<file path="config.mk">
export PLATFORM = sky130hd
export DESIGN_NAME = framed_message_receiver
export DESIGN_NICKNAME = d
export VERILOG_FILES = /design/src/rtl/core/fmr_pkg.sv /design/src/rtl/core/fmr_cfg_regs.sv /design/src/rtl/core/fmr_in_reg.sv /design/src/rtl/core/fmr_engine.sv /design/src/rtl/core/framed_message_receiver.sv
export SDC_FILE = /design/constraint.sdc
export NUM_CORES = 1
export LEC_CHECK = 0
export BUFFER_PORTS_ARGS = -buffer_cell sky130_fd_sc_hd__buf_2
export CAP_MARGIN = 15
export CELL_PAD_IN_SITES_DETAIL_PLACEMENT = 1
export CELL_PAD_IN_SITES_GLOBAL_PLACEMENT = 1
export CORE_MARGIN = 4
export CORE_UTILIZATION = 45
export DETAILED_ROUTE_END_ITERATION = 10
export PLACE_DENSITY = 0.91
export SLEW_MARGIN = 10
export SYNTH_ARGS = -nofsm -noshare
export SYNTH_HDL_FRONTEND = slang
export SYNTH_HIERARCHICAL = 1
export SYNTH_SLANG_ARGS = --single-unit
</file>
<file path="constraint.sdc">
create_clock -name i_clk -period 3.23 [get_ports i_clk]
set_input_delay 0.1615 -clock i_clk [delete_from_list [all_inputs] [get_ports i_clk]]
set_output_delay 0.1615 -clock i_clk [all_outputs]
set_load 0.02 [all_outputs]
</file>
<file path="src/rtl/core/fmr_pkg.sv">
// Shared types and constants for the framed message receiver.
// No dependencies; imported by every module of the block.
package fmr_pkg;

    localparam int BYTE_W     = 8;
    localparam int MODE_W     = 2;
    localparam int WIDX_W     = 6;
    localparam int COUNT_W    = 2;
    localparam int CFG_IDX_W  = 2;
    localparam int CFG_DATA_W = 8;

    // input item modes
    localparam logic [MODE_W-1:0] MODE_RX_BYTE  = 2'd0;
    localparam logic [MODE_W-1:0] MODE_SET_PEND = 2'd1;
    localparam logic [MODE_W-1:0] MODE_ARM_ACK  = 2'd2;

    // configuration register indexes
    localparam logic [CFG_IDX_W-1:0] CFG_START_BYTE    = 2'd0;
    localparam logic [CFG_IDX_W-1:0] CFG_STARTS_NEEDED = 2'd1;
    localparam logic [CFG_IDX_W-1:0] CFG_ACK_GOOD      = 2'd2;
    localparam logic [CFG_IDX_W-1:0] CFG_ACK_BAD       = 2'd3;

    // configuration reset values
    localparam logic [BYTE_W-1:0]  RST_START_BYTE    = 8'd94;
    localparam logic [COUNT_W-1:0] RST_STARTS_NEEDED = 2'd3;
    localparam logic [BYTE_W-1:0]  RST_ACK_GOOD      = 8'd6;
    localparam logic [BYTE_W-1:0]  RST_ACK_BAD       = 8'd21;

    // start counter saturation
    localparam logic [COUNT_W-1:0] START_COUNT_MAX = 2'd3;

    typedef struct packed {
        logic [MODE_W-1:0] mode;
        logic [BYTE_W-1:0] rx_byte;
        logic              pending_value;
    } t_in_item;

    typedef struct packed {
        logic              write_valid;
        logic [WIDX_W-1:0] write_index;
        logic [BYTE_W-1:0] write_byte;
        logic              message_pending;
        logic              ack_seen;
        logic              nack_seen;
        logic              waiting_ack;
        logic              overflow;
    } t_out_item;

    typedef struct packed {
        logic [BYTE_W-1:0]  start_byte;
        logic [COUNT_W-1:0] starts_needed;
        logic [BYTE_W-1:0]  ack_good_byte;
        logic [BYTE_W-1:0]  ack_bad_byte;
    } t_cfg;

endpackage

</file>
<file path="src/rtl/core/fmr_cfg_regs.sv">
// Configuration register file of the framed message receiver.
// Depends on fmr_pkg.
module fmr_cfg_regs (
    input  logic                              i_clk,
    input  logic                              i_rst_n,
    input  logic                              i_cfg_we,
    input  logic [fmr_pkg::CFG_IDX_W-1:0]     i_cfg_index,
    input  logic [fmr_pkg::CFG_DATA_W-1:0]    i_cfg_wdata,
    output fmr_pkg::t_cfg                     o_cfg
);
    import fmr_pkg::*;

    t_cfg r_cfg;

    always_ff @(posedge i_clk) begin
        if (!i_rst_n) begin
            r_cfg.start_byte    <= RST_START_BYTE;
            r_cfg.starts_needed <= RST_STARTS_NEEDED;
            r_cfg.ack_good_byte <= RST_ACK_GOOD;
            r_cfg.ack_bad_byte  <= RST_ACK_BAD;
        end else if (i_cfg_we) begin
            case (i_cfg_index)
                CFG_START_BYTE:    r_cfg.start_byte    <= i_cfg_wdata;
                CFG_STARTS_NEEDED: r_cfg.starts_needed <= i_cfg_wdata[COUNT_W-1:0];
                CFG_ACK_GOOD:      r_cfg.ack_good_byte <= i_cfg_wdata;
                CFG_ACK_BAD:       r_cfg.ack_bad_byte  <= i_cfg_wdata;
                default: ;
            endcase
        end
    end

    assign o_cfg = r_cfg;

endmodule

</file>
<file path="src/rtl/core/fmr_in_reg.sv">
// Input register stage: holds one accepted item until the engine takes it.
// Depends on fmr_pkg.
module fmr_in_reg (
    input  logic              i_clk,
    input  logic              i_rst_n,
    input  logic              i_in_valid,
    output logic              o_in_ready,
    input  fmr_pkg::t_in_item i_in_data,
    output logic              o_item_valid,
    output fmr_pkg::t_in_item o_item,
    input  logic              i_take
);
    import fmr_pkg::*;

    logic     r_valid;
    t_in_item r_item;

    assign o_in_ready = !r_valid || i_take;

    always_ff @(posedge i_clk) begin
        if (!i_rst_n) begin
            r_valid <= 1'b0;
        end else if (i_in_valid && o_in_ready) begin
            r_valid <= 1'b1;
        end else if (i_take) begin
            r_valid <= 1'b0;
        end
    end

    // payload needs no reset
    always_ff @(posedge i_clk) begin
        if (i_in_valid && o_in_ready) begin
            r_item <= i_in_data;
        end
    end

    assign o_item_valid = r_valid;
    assign o_item       = r_item;

endmodule

</file>
<file path="src/rtl/core/fmr_engine.sv">
// Framing state and decision logic with the result register.
// Depends on fmr_pkg.
module fmr_engine #(
    parameter int BUFFER_DEPTH = 64
) (
    input  logic               i_clk,
    input  logic               i_rst_n,
    input  fmr_pkg::t_cfg      i_cfg,
    input  logic               i_item_valid,
    input  fmr_pkg::t_in_item  i_item,
    output logic               o_take,
    output logic               o_out_valid,
    input  logic               i_out_ready,
    output fmr_pkg::t_out_item o_out_data
);
    import fmr_pkg::*;

    localparam int POS_W = $clog2(BUFFER_DEPTH + 1);
    localparam logic [POS_W-1:0] POS_LIMIT = POS_W'(BUFFER_DEPTH);

    typedef enum logic [1:0] {
        PH_START  = 2'd0,
        PH_LENGTH = 2'd1,
        PH_BODY   = 2'd2
    } t_phase;

    t_phase             r_phase,       n_phase;
    logic [COUNT_W-1:0] r_start_count, n_start_count;
    logic [BYTE_W-1:0]  r_bytes_left,  n_bytes_left;
    logic [POS_W-1:0]   r_write_pos,   n_write_pos;
    logic               r_pending,     n_pending;
    logic               r_ack_wait,    n_ack_wait;
    logic               r_out_valid;
    t_out_item          r_out,         n_out;

    logic [COUNT_W-1:0] need;
    logic [COUNT_W-1:0] count_bumped;
    logic               is_start;

    // advance when the result slot is free or being drained
    assign o_take = i_item_valid && (!r_out_valid || i_out_ready);

    assign need     = (i_cfg.starts_needed == '0) ? COUNT_W'(1) : i_cfg.starts_needed;
    assign is_start = (i_item.rx_byte == i_cfg.start_byte)
                      && (r_start_count != START_COUNT_MAX);
    assign count_bumped = is_start ? COUNT_W'(r_start_count + 1'b1) : r_start_count;

    always_comb begin
        n_phase       = r_phase;
        n_start_count = r_start_count;
        n_bytes_left  = r_bytes_left;
        n_write_pos   = r_write_pos;
        n_pending     = r_pending;
        n_ack_wait    = r_ack_wait;
        n_out         = '0;

        case (i_item.mode)
            MODE_SET_PEND: n_pending = i_item.pending_value;
            MODE_ARM_ACK:  n_ack_wait = 1'b1;
            MODE_RX_BYTE: begin
                case (r_phase)
                    PH_LENGTH: begin
                        n_bytes_left      = i_item.rx_byte;
                        n_out.write_valid = 1'b1;
                        n_out.write_byte  = i_item.rx_byte;
                        n_write_pos       = POS_W'(1);
                        n_phase           = PH_BODY;
                    end
                    PH_BODY: begin
                        if (r_ack_wait) begin
                            if (i_item.rx_byte == i_cfg.ack_good_byte) begin
                                n_out.ack_seen = 1'b1;
                                n_ack_wait     = 1'b0;
                                n_phase        = PH_START;
                            end else if (i_item.rx_byte == i_cfg.ack_bad_byte) begin
                                n_out.nack_seen = 1'b1;
                            end
                        end else if (r_bytes_left != '0) begin
                            n_bytes_left = r_bytes_left - 1'b1;
                            if (r_write_pos < POS_LIMIT) begin
                                n_out.write_valid = 1'b1;
                                n_out.write_index = WIDX_W'(r_write_pos);
                                n_out.write_byte  = i_item.rx_byte;
                                n_write_pos       = POS_W'(r_write_pos + 1'b1);
                            end else begin
                                n_out.overflow = 1'b1;
                            end
                        end else begin
                            // byte after the payload closes the frame
                            n_pending   = 1'b1;
                            n_phase     = PH_START;
                            n_write_pos = '0;
                        end
                    end
                    default: begin
                        n_phase = PH_START;
                        if (!r_pending) begin
                            n_start_count = count_bumped;
                            if (count_bumped >= need) begin
                                n_phase       = PH_LENGTH;
                                n_start_count = '0;
                            end
                        end
                    end
                endcase
            end
            default: ;
        endcase

        n_out.message_pending = n_pending;
        n_out.waiting_ack     = n_ack_wait;
    end

    always_ff @(posedge i_clk) begin
        if (!i_rst_n) begin
            r_phase       <= PH_START;
            r_start_count <= '0;
            r_bytes_left  <= '0;
            r_write_pos   <= '0;
            r_pending     <= 1'b0;
            r_ack_wait    <= 1'b0;
            r_out_valid   <= 1'b0;
        end else begin
            if (o_take) begin
                r_phase       <= n_phase;
                r_start_count <= n_start_count;
                r_bytes_left  <= n_bytes_left;
                r_write_pos   <= n_write_pos;
                r_pending     <= n_pending;
                r_ack_wait    <= n_ack_wait;
                r_out_valid   <= 1'b1;
            end else if (i_out_ready) begin
                r_out_valid   <= 1'b0;
            end
        end
    end

    always_ff @(posedge i_clk) begin
        if (o_take) begin
            r_out <= n_out;
        end
    end

    assign o_out_valid = r_out_valid;
    assign o_out_data  = r_out;

    a_pos_bounded: assert property (@(posedge i_clk) disable iff (!i_rst_n)
        r_write_pos <= POS_LIMIT)
        else $error("write position past buffer depth");

    a_write_xor_ovf: assert property (@(posedge i_clk) disable iff (!i_rst_n)
        r_out_valid |-> !(r_out.write_valid && r_out.overflow))
        else $error("store and overflow in one result");

    a_ack_clears_wait: assert property (@(posedge i_clk) disable iff (!i_rst_n)
        (r_out_valid && r_out.ack_seen) |-> (!r_out.waiting_ack && r_phase == PH_START))
        else $error("ack did not release the wait");

    a_start_count_idle: assert property (@(posedge i_clk) disable iff (!i_rst_n)
        (r_phase != PH_START) |-> (r_start_count == '0))
        else $error("start count held outside the start phase");

    a_stall_holds: assert property (@(posedge i_clk) disable iff (!i_rst_n)
        (r_out_valid && !i_out_ready) |=> $stable(r_out))
        else $error("result changed while stalled");

endmodule

</file>
<file path="src/rtl/core/framed_message_receiver.sv">
// Each item passes through the input register, then the result register.
// Throughput: one item per cycle while the output accepts results; the framing
// decision is a single combinational pass between the input register and the
// result register.
// One result per item. Synchronous active-low reset clears framing state and flags
// and loads the default configuration; no clearing pass is needed.
module framed_message_receiver #(
    parameter int BUFFER_DEPTH = 64
) (
    input  logic                           i_clk,
    input  logic                           i_rst_n,
    input  logic                           i_in_valid,
    output logic                           o_in_ready,
    input  fmr_pkg::t_in_item              i_in_data,
    output logic                           o_out_valid,
    input  logic                           i_out_ready,
    output fmr_pkg::t_out_item             o_out_data,
    input  logic                           i_cfg_we,
    input  logic [fmr_pkg::CFG_IDX_W-1:0]  i_cfg_index,
    input  logic [fmr_pkg::CFG_DATA_W-1:0] i_cfg_wdata
);
    import fmr_pkg::*;

    t_cfg     cfg;
    logic     item_valid;
    t_in_item item;
    logic     take;

    fmr_cfg_regs u_cfg (
        .i_clk       (i_clk),
        .i_rst_n     (i_rst_n),
        .i_cfg_we    (i_cfg_we),
        .i_cfg_index (i_cfg_index),
        .i_cfg_wdata (i_cfg_wdata),
        .o_cfg       (cfg)
    );

    fmr_in_reg u_in (
        .i_clk        (i_clk),
        .i_rst_n      (i_rst_n),
        .i_in_valid   (i_in_valid),
        .o_in_ready   (o_in_ready),
        .i_in_data    (i_in_data),
        .o_item_valid (item_valid),
        .o_item       (item),
        .i_take       (take)
    );

    fmr_engine #(
        .BUFFER_DEPTH (BUFFER_DEPTH)
    ) u_engine (
        .i_clk        (i_clk),
        .i_rst_n      (i_rst_n),
        .i_cfg        (cfg),
        .i_item_valid (item_valid),
        .i_item       (item),
        .o_take       (take),
        .o_out_valid  (o_out_valid),
        .i_out_ready  (i_out_ready),
        .o_out_data   (o_out_data)
    );

endmodule

</file>
## Yosys cells after proc, flatten, opt, wreduce, memory -nomap -nowiden

Cells that the tools add are included.

- Logic and storage cells: 114
- Input port bits: 26
- Bits in latches: 0
- Memories: 0
- ROM bits: 0
- Flip-flop bits (word level): 80
- Bits in writable memories: 0
- Output and inout port bits: 22

- Multipliers: 0
- Shifts and indexed selects: 0
- Muxes and demuxes: 36
- Add/sub/neg operators: 3
- Bitwise operators: 7
- Reductions and logical operators: 27
- Equal/unequal tests: 16
- Magnitude comparators: 2
- Div/mod/pow operators: 0

Operator list:

| kind | number |
|---|---|
| 15-bit 2-to-1 mux | 3 |
| 8-bit one-hot mux with 2 select lines | 2 |
| 8-bit equality test | 3 |
| 7-bit 2-to-1 mux | 3 |
| 8-bit 2-to-1 mux | 2 |
| 1-bit 2-to-1 mux | 14 |
| 2-bit 2-to-1 mux | 7 |
| 7-bit one-hot mux with 2 select lines | 1 |
| 5-bit AND reduction | 2 |
| 2-bit equality test, second input constant | 4 |
| 2-bit AND reduction | 4 |
| 4-bit AND reduction | 2 |
| 8-bit nonzero test | 1 |
| 4-bit OR reduction | 2 |
| 8-bit by 1-bit subtractor with 8-bit output, second input constant | 1 |
| 7-bit by 1-bit adder with 7-bit output, second input constant | 1 |
| 7-bit less-than comparator, second input constant | 1 |
| 1-bit inverter | 7 |
| 2-bit by 1-bit equality test with 1-bit output, second input constant | 3 |
| 2-bit zero test | 3 |
| 3-bit inequality test, second input constant | 2 |
| 1-bit one-hot mux with 2 select lines | 3 |
| 2-bit nonzero test | 3 |
| 5-bit OR reduction | 1 |
| 11 further kinds | 16 |

## Logic depth before layout (Yosys ltp)

Gate-level depths: netlist of run 1.

- Depth in word-level cells: 7
- Gate-level depth with buffers: 12
- Mapped depth without buffers: 10

## Hierarchy

The synthesis of run 1 kept the hierarchy.

By module, submodules not included:

| module | sequential area each (sq um) | instances | cells each | area an instance (sq um) |
|---|---|---|---|---|
| fmr_engine | 1041.0 | 1 | 254 | 2383.5 |
| fmr_cfg_regs | 520.5 | 1 | 104 | 1046.0 |
| fmr_in_reg | 350.3 | 1 | 16 | 387.9 |

## Worst setup path before layout of run 1

Ideal clock, no wire load.

- Path type: register -> register
- Start: register u_in.r_item (netlist bit u_in/o_item[5])
- End: register u_engine.r_start_count[0]
- Cell stages (with the launch flop): 11
- Setup slack: 0.564 ns
- Library setup time: 0.074 ns
- Arrival: 2.591 ns
- Clock period less this slack: 2.666 ns
- Data required time: 3.156 ns
- Path buffers: 1
- Cell sequence: edfxtp_1 -> xnor2_1 -> nand3_1 -> or4_1 -> buf_2 -> xnor2_1 -> ha_1 -> nand2b_1 -> a21o_1 -> or4_1 -> a31oi_1

- Cells in the longest elaborated chain, start to end: 5

Ends and longest elaborated chain:

| item | RTL line | text |
|---|---|---|
| start: declaration | fmr_in_reg.sv:16 | `t_in_item r_item;` |
| start signal: assignment | fmr_in_reg.sv:33 | `r_item <= i_in_data;` |
| 8-bit equality test (*) | fmr_engine.sv:44 | `assign is_start = (i_item.rx_byte == i_cfg.start_byte)` |
| 1-bit logical AND (*) | fmr_engine.sv:45 | `&& (r_start_count != START_COUNT_MAX);` |
| 2-bit 2-to-1 mux (*) | fmr_engine.sv:46 | `assign count_bumped = is_start ? COUNT_W'(r_start_count + 1'b1) : r_start_count;` |
| 2-bit >= comparator | fmr_engine.sv:99 | `if (count_bumped >= need) begin` |
| 2-bit 2-to-1 mux (*) | fmr_engine.sv:99 |  |
| end signal: assignment | fmr_engine.sv:126 | `r_start_count <= n_start_count;` |
| end: declaration | fmr_engine.sv:28 | `logic [COUNT_W-1:0] r_start_count, n_start_count;` |

Mark *: on every way between the ends. The rest lies on a longest branch, timed or not.
A chain may end at the register's enable or synchronous reset.

## Worst setup path after layout of run 1

Same ends and word-level chain as after synthesis.

==> run summary, run 1 <==
Switching pwr: 0.5514 mW
Post-synth EDFFs: 31
Status: complete, no violations
Row count: 33
Setup Buffers After CTS: 0
Pleak: 1.822 nW
Met3 usage: 4.726%
Worst setup EP type: flip-flop
Switching share of power: 26.27%
CTS sink count: 80
Pin count of the biggest net entering global routing: 60
Non-Filler Instances: 539
# DRC: 0
Worst skew pair latency: 0.37 ns
Critical R2R Capture: u_engine/r_start_count[0]
Worst Reg2Reg Path Length in Cells: 9
Worst Tran Pin Value: 1.008 ns
Vias in the first global route: 3146
Layout cell share with drive strength beyond 1: 16.13%
Max clock buf depth: 2
Combinational Power Share: 9.4%
CTS tree: done
Max Cap Viol: 0
Avg WL per Cell: 20.09 um
M2 GR Usage: 40.94%
Slowest cell on crit path: or4_1
First-pass GRT wire length: 17.19 mm
Number of DRC markers in iteration 0: 120
Slew HR: 32.81%
Worst path max stage delay: 0.65 ns
CP cell instances: xnor2_1, nand3_1, or4_1, xnor2_1, ha_1, nand2b_1, a21o_1, or4_1, a31oi_1
Critical Path Start: u_in/o_item[5]
Total CTS buffers: 9
Startpoint types: flip-flop
Cell variety after synth: 48
Critical path type: reg -> reg
Die footprint: 10020 um2
Die Wd: 100.1 um
Port Buffers: 47
Pwr Density: 471.4 nW/um2
CP Data Arrival Time: 3.30 ns
VDD IR-drop max: 0.0002406 V
R2R Setup Slk: 0.21 ns
Tot Pwr: 2.099 mW
Layout Area Growth over Synthesis: 16.65%
Avg Synthesized Cell Area: 10.21 um2
Post-synth top area share: 25.70%
Largest area contributor in the netlist: dfxtp_1
H-Tree Depth: 3
Remaining Overflow, GRT: 0
Clock power share: 37.1%
Post-route ant nets: 0
Synthesized instance count: 374
Resized Gates After CTS: 0
Ys async rst share: 0%
Antenna cells: 0
Hold Vio Cnt, Final: 0
Hold_buf cts: 11
Core Area: 8217 um2
List of most frequent post-synthesis cells: dfxtp_1 (49), nand2_1 (38), edfxtp_1 (31), mux2i_1 (29), nor2_1 (25)
Most frequent cell after synthesis: dfxtp_1
Clk slew on worst S/H paths: 0.09 ns
TNS Setup: 0 ns
CTS root buffer: clkbuf_8
Period utilisation layout: 93.41%
DRT Wirelength: 10.83 mm
YS warnings: 6
M1 GR Usage: 26.54%
First-pass detailed-route iteration total: 4
Post-DP HPWL: 6.980 mm
Netlist Area Pre-Place: 3817 um2
RSZ-0062 raised after global routing: false
Register share of total power: 53.5%
Pint: 1.548 mW
Final Skew: 0.02039 ns
Ys flop type: dfxtp_1
CP max FO: 6
Initial core utilization: 46.46%
Worst min path class: in -> reg
Crit path required time: 3.51 ns
GP Congestion: 0.8637
Initial antenna violation count: 0
Share of the yosys chip area belonging to registers: 50.08%
Detailed-route vias per instance: 5.560
Total track usage: 22.66%
Max-slew violations: 0
I/O Pins: 48
Post-layout min period: 3.017 ns
Final Setup Violations: 0
Mapped Nets: 408
Busiest grt layer: met2
Peak Freq: 331.4 MHz
Worst Setup EP: u_engine/r_start_count[0]
Final #Nets: 463
Via Count: 2997
Number of synthesized register bits: 80
Design area: 4453 um2
Die span in y: 100.1 um
Post-DP Area: 4133 um2
Worst R2R Start: u_in/o_item[5]
Placed cells: 512
Synth top area cells: dfxtp_1 (26%), edfxtp_1 (24%), mux2i_1 (7.6%)
cell usage in the layout (no fill, tap or decap), types with 3 or more instances in the layout:
cell           count
mux2i_1           29
inv_1             16
nand2_1           38
o21a_1             5
o211ai_1           3
dlygate4sd3_1     11
o311a_1            3
clkbuf_8           9
nor2_1            25
edfxtp_1          31
xor2_1            11
buf_2             47
nor2b_1           20
xnor2_1           19
nand2b_1           4
and3_1             4
or4_1              5
and2_1            16
o21ai_0            8
a21boi_0           7
a21oi_1            6
ha_1               8
dfxtp_1           49
nand4_1            7
nand3_1            8
nor3_1             6
per-layer routing:
layer  share of wire, %  up-vias  wire length (um)
met5                  0        -                 0
met4                2.6        0               280
met3                4.4       20               476
met2                 52       79              5588
met1                 41     1487              4480
li1                   -     1411                 -
cell type report:
type,instances,area [um2]
Timing Repair Buffer,60,360.3
Clock inverter,4,32.53
Tap cell,105,131.4
Clock buffer,12,177.7
Fill cell,927,3764
Sequential cell,80,1912
Inverter,16,60.06
Multi-Input combinational cell,262,1779
flip-flops by register name (all words and copies together), names as in the netlist:
register and count:
u_engine/r_phase 2, u_engine/r_start_count 2, u_in/o_item 11, u_in/o_item_valid 1
u_engine/o_out_data 20, u_engine/r_bytes_left 8, u_engine/r_write_pos 7, u_engine/o_out_valid 1
u_cfg/o_cfg 26, u_engine/r_pending 1, u_engine/r_ack_wait 1
how the worst min path moves through the flow:
| stage | startpoint | to | slack [ns] | cells past startpoint |
|---|---|---|---|---|
| finish | i_in_valid | u_in/o_item_valid | 0.05 | 3 |
| CTS | i_in_valid | u_in/o_item_valid | 0.04 | 3 |
| global route | i_in_valid | u_in/o_item_valid | 0.06 | 3 |
| global placement | i_in_data[0] | u_in/o_item[0] | 0.34 | 1 |
| floorplan | i_in_data[0] | u_in/o_item[0] | 0.26 | 0 |
| detailed placement | i_in_data[6] | u_in/o_item[6] | 0.34 | 1 |
stage by stage:
step / utilization, % / hold WS [ns] / worst slack (ns)
finish: 54.20 / 0.05116 / 0.2129
global route: 54.20 / 0.06117 / 0.1102
CTS: 54.20 / 0.03572 / 0.2412
detailed placement: 50.30 / 0.3425 / 0.2652
global placement: 50.30 / 0.3397 / 0.4090
floorplan: - / 0.2604 / 0.5643
worst max-delay path, delay by kind of cell, from the launching register on:
kind	cells	cell delay (ns)
and+or+nand+nor	4	1.32
AOI/OAI and AO/OA	2	0.39
adders and majority gates	1	0.26
xor gates and xnor gates	2	0.46
DFF	1	0.51
cell families (layout without fill, tap and decap cells):
group / after synthesis / in the layout / share of synthesized area [%]
buf+inv: 32 / 92 / 3.310
simple gates: 150 / 150 / 21.08
fa+ha+maj: 8 / 8 / 2.622
mux: 29 / 29 / 7.604
xor+xnor: 30 / 30 / 6.883
compound gates: 45 / 45 / 8.424
flops: 80 / 80 / 50.08
power by group through the flow:
stage / sequential [mW] / combinational [mW] / clock (mW)
2_1_floorplan: 1.15 / 0.102 / 0
3_3_place_gp: 1.14 / 0.170 / 0
3_5_place_dp: 1.14 / 0.178 / 0
4_1_cts: 1.12 / 0.191 / 0.779
5_1_grt: 1.13 / 0.212 / 0.833
6_report: 1.12 / 0.196 / 0.780
No activity file was read; power rests on OpenSTA's default activity.
==> run 2, diff against run 1 <==
Settings changed: MAX_ROUTING_LAYER from default to met4.
==> run summary, run 2 (synthesized netlist as in run 1, its figures left out) <==
Fillers: 927 (unchanged)
CP max FO: 6 (unchanged)
H-Tree Depth: 3 (unchanged)
Worst setup EP type: flip-flop
Max clock buf depth: 2 (unchanged)
Pwr Density: 470.7 nW/um2 (-0.15%)
Row count: 33 (unchanged)
Port Buffers: 47 (unchanged)
CTS tree: done
DRT met1 WL: 4.333 mm (-3.3%)
Most common cell after layout, fill and taps aside: dfxtp_1
Post-route ant nets: 0 (unchanged)
Worst skew pair latency: 0.37 ns (about the same)
RSZ-0062 raised after global routing: false
Die Wd: 100.1 um (unchanged)
Critical path type: reg -> reg
Pin count of the biggest net entering global routing: 60 (unchanged)
Status: complete, no violations
GP Congestion: 0.8776 (+1.6%)
Die footprint: 10020 um2 (unchanged)
TNS Setup: 0 ns (unchanged)
Area of the multi-input gates: 1779 um2 (unchanged)
Peak Freq: 331.8 MHz (+0.12%)
Post-DP HPWL: 6.980 mm (unchanged)
Crit path required time: 3.51 ns (about the same)
Slew HR: 32.78% (about the same)
Wire length on met3: 515 um (+8.2%)
Max layer used: met4
Final Setup Violations: 0 (unchanged)
Avg WL per Cell: 20.01 um (-0.39%)
Remaining Overflow, GRT: 0 (unchanged)
CTS sink count: 80 (unchanged)
I/O Pins: 48 (unchanged)
Startpoint types: flip-flop
Layout Area Growth over Synthesis: 16.65% (unchanged)
Clk slew on worst S/H paths: 0.09 ns (about the same)
Final core utilization: 54.20% (unchanged)
Worst min path class: in -> reg
Vias in the first global route: 3137 (-0.29%)
Worst Tran Pin Value: 1.008 ns (+0.0004210 ns)
Setup Buffers After CTS: 0 (unchanged)
Met2 routed WL: 5.630 mm (+0.75%)
# DRC: 0 (unchanged)
Pleak: 1.822 nW (unchanged)
Via Count: 3003 (+0.20%)
First-pass GRT wire length: 17.20 mm (about the same)
Antenna cells: 0 (unchanged)
Layout cell share with drive strength beyond 1: 16.13% (unchanged)
CP Data Arrival Time: 3.30 ns (about the same)
Design area: 4453 um2 (unchanged)
Max-slew violations: 0 (unchanged)
Post-layout min period: 3.014 ns (-0.003583 ns)
Total track usage: 23.34% (+0.68 points)
CTS root buffer: clkbuf_8
Hold Vio Cnt, Final: 0 (unchanged)
Max reg flops: 26 (unchanged)
Period utilisation layout: 93.30% (-0.11 points)
Initial antenna violation count: 0 (unchanged)
Final #Nets: 463 (unchanged)
Initial core utilization: 46.46% (unchanged)
Core Area: 8217 um2 (unchanged)
Max Cap Viol: 0 (unchanged)
Final Skew: 0.02143 ns (+0.001042 ns)
VDD IR-drop max: 0.0002353 V (-2.2%)
Number of DRC markers in iteration 0: 134 (+12%)
Most frequent cells in the layout: dfxtp_1 (49), buf_2 (47), nand2_1 (38)
Tot Pwr: 2.096 mW (-0.15%)
Detailed-route vias per instance: 5.571 (+0.20%)
First-pass detailed-route iteration total: 4 (unchanged)
Die span in y: 100.1 um (unchanged)
Seq. cell area: 1912 um2 (unchanged)
DRT Wirelength: 10.78 mm (-0.39%)
Total CTS buffers: 9 (unchanged)
Post-DP Area: 4133 um2 (unchanged)
[run 2: cell counts in the layout (fill, tap and decap cells not counted)]
No cell type changed its count.
[run 2: repair_timing]
action,CTS,global route
endpoints found under the hold margin,11,0
gates resized for setup,0,0
hold buffers,11,0
[run 2: per-layer routing]
metal / global-route usage, % / up-vias
met2: 40.94 / 84
met5: - / -
met4: 7.979 / 0
li1: - / 1411
met1: 26.67 / 1485
met3: 4.587 / 23
[run 2: path summary, 6_finish.rpt]
path	from	to	slack [ns]	cells past startpoint
setup / recovery	u_in/o_item[5]	u_engine/r_start_count[0]	0.22	9
hold / removal	i_in_valid	u_in/o_item_valid	0.05	3
setup reg to reg	u_in/o_item[5]	u_engine/r_start_count[0]	0.22	9
hold reg to reg	u_cfg/o_cfg[1]	u_cfg/o_cfg[1]	0.49	2
[run 2: power breakdown]
part / switching, mW / internal (mW) / leakage, nW
logic: 0.114 / 0.0821 / 1.03
clock network: 0.399 / 0.378 / 0.0995
registers: 0.0351 / 1.09 / 0.695
[run 2: critical path, stage by stage, from the launching register on]
cell,delay [ns]
edfxtp_1,0.50
xnor2_1,0.23
nand3_1,0.11
or4_1,0.65
xnor2_1,0.23
ha_1,0.26
nand2b_1,0.15
a21o_1,0.23
or4_1,0.41
a31oi_1,0.16
[run 2: through the flow]
stage	worst slack (ns)	hold slack, ns	std cells
finish	0.2165	0.05197	539
global route	0.1065	0.06119	539
CTS	0.2412	0.03572	539
detailed placement	0.2652	0.3425	512
global placement	0.4090	0.3397	512
floorplan	0.5643	0.2604	374
[run 2: layout make-up]
class                      count  share of cell area (%)
clock buffer                  12                   3.990
inverter                      16                   1.349
tap                          105                   2.950
clock inverter                 4                  0.7305
timing repair buffer          60                   8.092
multi-input combinational    262                   39.96
sequential                    80                   42.93
==> run 3, diff against run 2 <==
Settings changed: CELL_PAD_IN_SITES_DETAIL_PLACEMENT 1 to default, CELL_PAD_IN_SITES_GLOBAL_PLACEMENT 1 to default, CORE_UTILIZATION 45 to 58, PLACE_DENSITY 0.91 to 0.92.
==> run summary, run 3 (synthesized netlist as in run 1, its figures left out) <==
Status: complete, no violations
Post-DP Area: 4090 um2 (-1.0%)
VDD IR-drop max: 0.0004134 V (+76%)
Placed cells: 483 (-5.7%)
Tot Pwr: 2.097 mW (about the same)
Critical R2R Capture: u_engine/r_start_count[0]
TNS Setup: 0 ns (unchanged)
R2R Setup Slk: 0.26 ns (+0.04 ns)
Post-place setup slack: 0.3289 ns (+0.06376 ns)
Worst min path class: in -> reg
Max Cap Viol: 0 (unchanged)
Peak Freq: 336.8 MHz (+1.5%)
CP Data Arrival Time: 3.25 ns (-0.05 ns)
CTS tree: done
Avg WL per Cell: 16.26 um (-19%)
Hold WS: 0.05777 ns (+0.005794 ns)
CP max FO: 6 (unchanged)
CTS root buffer: clkbuf_8
Design area: 4415 um2 (-0.84%)
Number of DRC markers in iteration 0: 264 (+97%)
Hold Vio Cnt, Final: 0 (unchanged)
Resized Gates After CTS: 0 (unchanged)
Final Skew: 0.01500 ns (-0.006433 ns)
Die footprint: 7943 um2 (-21%)
Fin worst setup slack: 0.2612 ns (+0.04469 ns)
Max reg flops: 26 (unchanged)
Cell count of the worst hold path: 3 (unchanged)
Final Setup Violations: 0 (unchanged)
Slowest cell on crit path: or4_1
Layout cell share with drive strength beyond 1: 15.70% (-0.42 points)
Startpoint types: flip-flop
Worst Hold End: u_in/o_item_valid
Total CTS buffers: 9 (unchanged)
Initial core utilization: 59.78% (+13 points)
Antenna cells: 0 (unchanged)
Post-route ant nets: 0 (unchanged)
RSZ-0062 raised after global routing: false
First-pass detailed-route iteration total: 5 (+1)
CP bufs+invs: 0 (unchanged)
Worst path max stage delay: 0.65 ns (about the same)
CTS sink count: 80 (unchanged)
Post-DP HPWL: 5.669 mm (-19%)
Hold_buf cts: 11 (unchanged)
I/O Pins: 48 (unchanged)
Crit path required time: 3.51 ns (about the same)
Setup Buffers After CTS: 0 (unchanged)
Pleak: 1.827 nW (+0.26%)
Most frequent cells in the layout: dfxtp_1 (49), buf_2 (47), nand2_1 (38)
Clk slew on worst S/H paths: 0.09 ns (about the same)
HP Start: i_in_valid
Cell family with most CP delay: simple AND/OR/NAND/NOR gates
Pwr Density: 475.0 nW/um2 (+0.90%)
Remaining Overflow, GRT: 0 (unchanged)
Max clock buf depth: 2 (unchanged)
Detailed-route vias per instance: 5.786 (+3.9%)
Critical path type: reg -> reg
Final #Nets: 462 (-0.22%)
Worst Tran Pin Value: 0.9345 ns (-0.07376 ns)
First-pass GRT wire length: 13.37 mm (-22%)
Core Area: 6386 um2 (-22%)
Most common cell after layout, fill and taps aside: dfxtp_1
Final core utilization: 69.14% (+15 points)
Post-layout min period: 2.969 ns (-0.04469 ns)
Via Count: 2951 (-1.7%)
Worst setup EP type: flip-flop
H-Tree Depth: 3 (unchanged)
Worst skew pair latency: 0.36 ns (about the same)
Row count: 29 (-12%)
Non-Filler Instances: 510 (-5.4%)
DRT Wirelength: 8.291 mm (-23%)
Worst Reg2Reg Path Length in Cells: 9 (unchanged)
GP Congestion: 0.9392 (+7.0%)
Total track usage: 22.85% (-0.50 points)
Worst R2R Start: u_in/o_item[4]
Port Buffers: 47 (unchanged)
Pin count of the biggest net entering global routing: 60 (unchanged)
Vias in the first global route: 2763 (-12%)
Die Wd: 89.13 um (-11%)
Slew HR: 37.70% (+4.9 points)
Period utilisation layout: 91.91% (-1.4 points)
Initial antenna violation count: 0 (unchanged)
Max-slew violations: 0 (unchanged)
Die span in y: 89.13 um (-11%)
CP cell instances: xnor2_1, nand3_1, or4_1, xnor2_1, ha_1, nand2b_1, a21o_1, or4_1, a31oi_1
# DRC: 0 (unchanged)
Layout Area Growth over Synthesis: 15.67%
run 3: how the worst max path moves through the flow:
stage                         startpoint                        end  depth (start not counted)
after global placement    u_in/o_item[4]  u_engine/r_start_count[0]                          9
after CTS                 u_in/o_item[4]  u_engine/r_start_count[0]                          9
after global routing      u_in/o_item[4]  u_engine/r_start_count[0]                          9
final                     u_in/o_item[4]  u_engine/r_start_count[0]                          9
after detailed placement  u_in/o_item[5]  u_engine/r_start_count[0]                          9
after floorplan           u_in/o_item[5]  u_engine/r_start_count[0]                         10
run 3: worst register-to-register path, stage by stage, from the launching register on:
cell	delay, ns
edfxtp_1	0.50
xnor2_1	0.22
nand3_1	0.09
or4_1	0.65
xnor2_1	0.18
ha_1	0.28
nand2b_1	0.14
a21o_1	0.23
or4_1	0.42
a31oi_1	0.17
run 3: routing by layer:
| metal | wire (um) | track usage, % | share of wire [%] | up-vias |
|---|---|---|---|---|
| met1 | 3480 | 27.97 | 42 | 1389 |
| met4 | 141 | 7.713 | 1.7 | 0 |
| li1 | - | - | - | 1408 |
| met3 | 602 | 5.806 | 7.3 | 18 |
| met2 | 4066 | 36.84 | 49 | 136 |
| met5 | 0 | - | 0 | - |
run 3: area by class of cell:
cell class,count,area [um2]
timing repair buffer,59,352.8
clock inverter,3,45.04
inverter,16,60.06
sequential,80,1912
fill,464,1971
clock buffer,13,170.2
multi-input combinational,262,1779
tap,77,96.34
run 3: power breakdown:
part	switching (mW)	internal, mW	leakage [nW]	total [mW]
Clock	0.361	0.430	0.110	0.791
Combinational	0.105	0.0817	1.02	0.187
Sequential	0.0317	1.09	0.695	1.12
Total	0.498	1.60	1.83	2.10
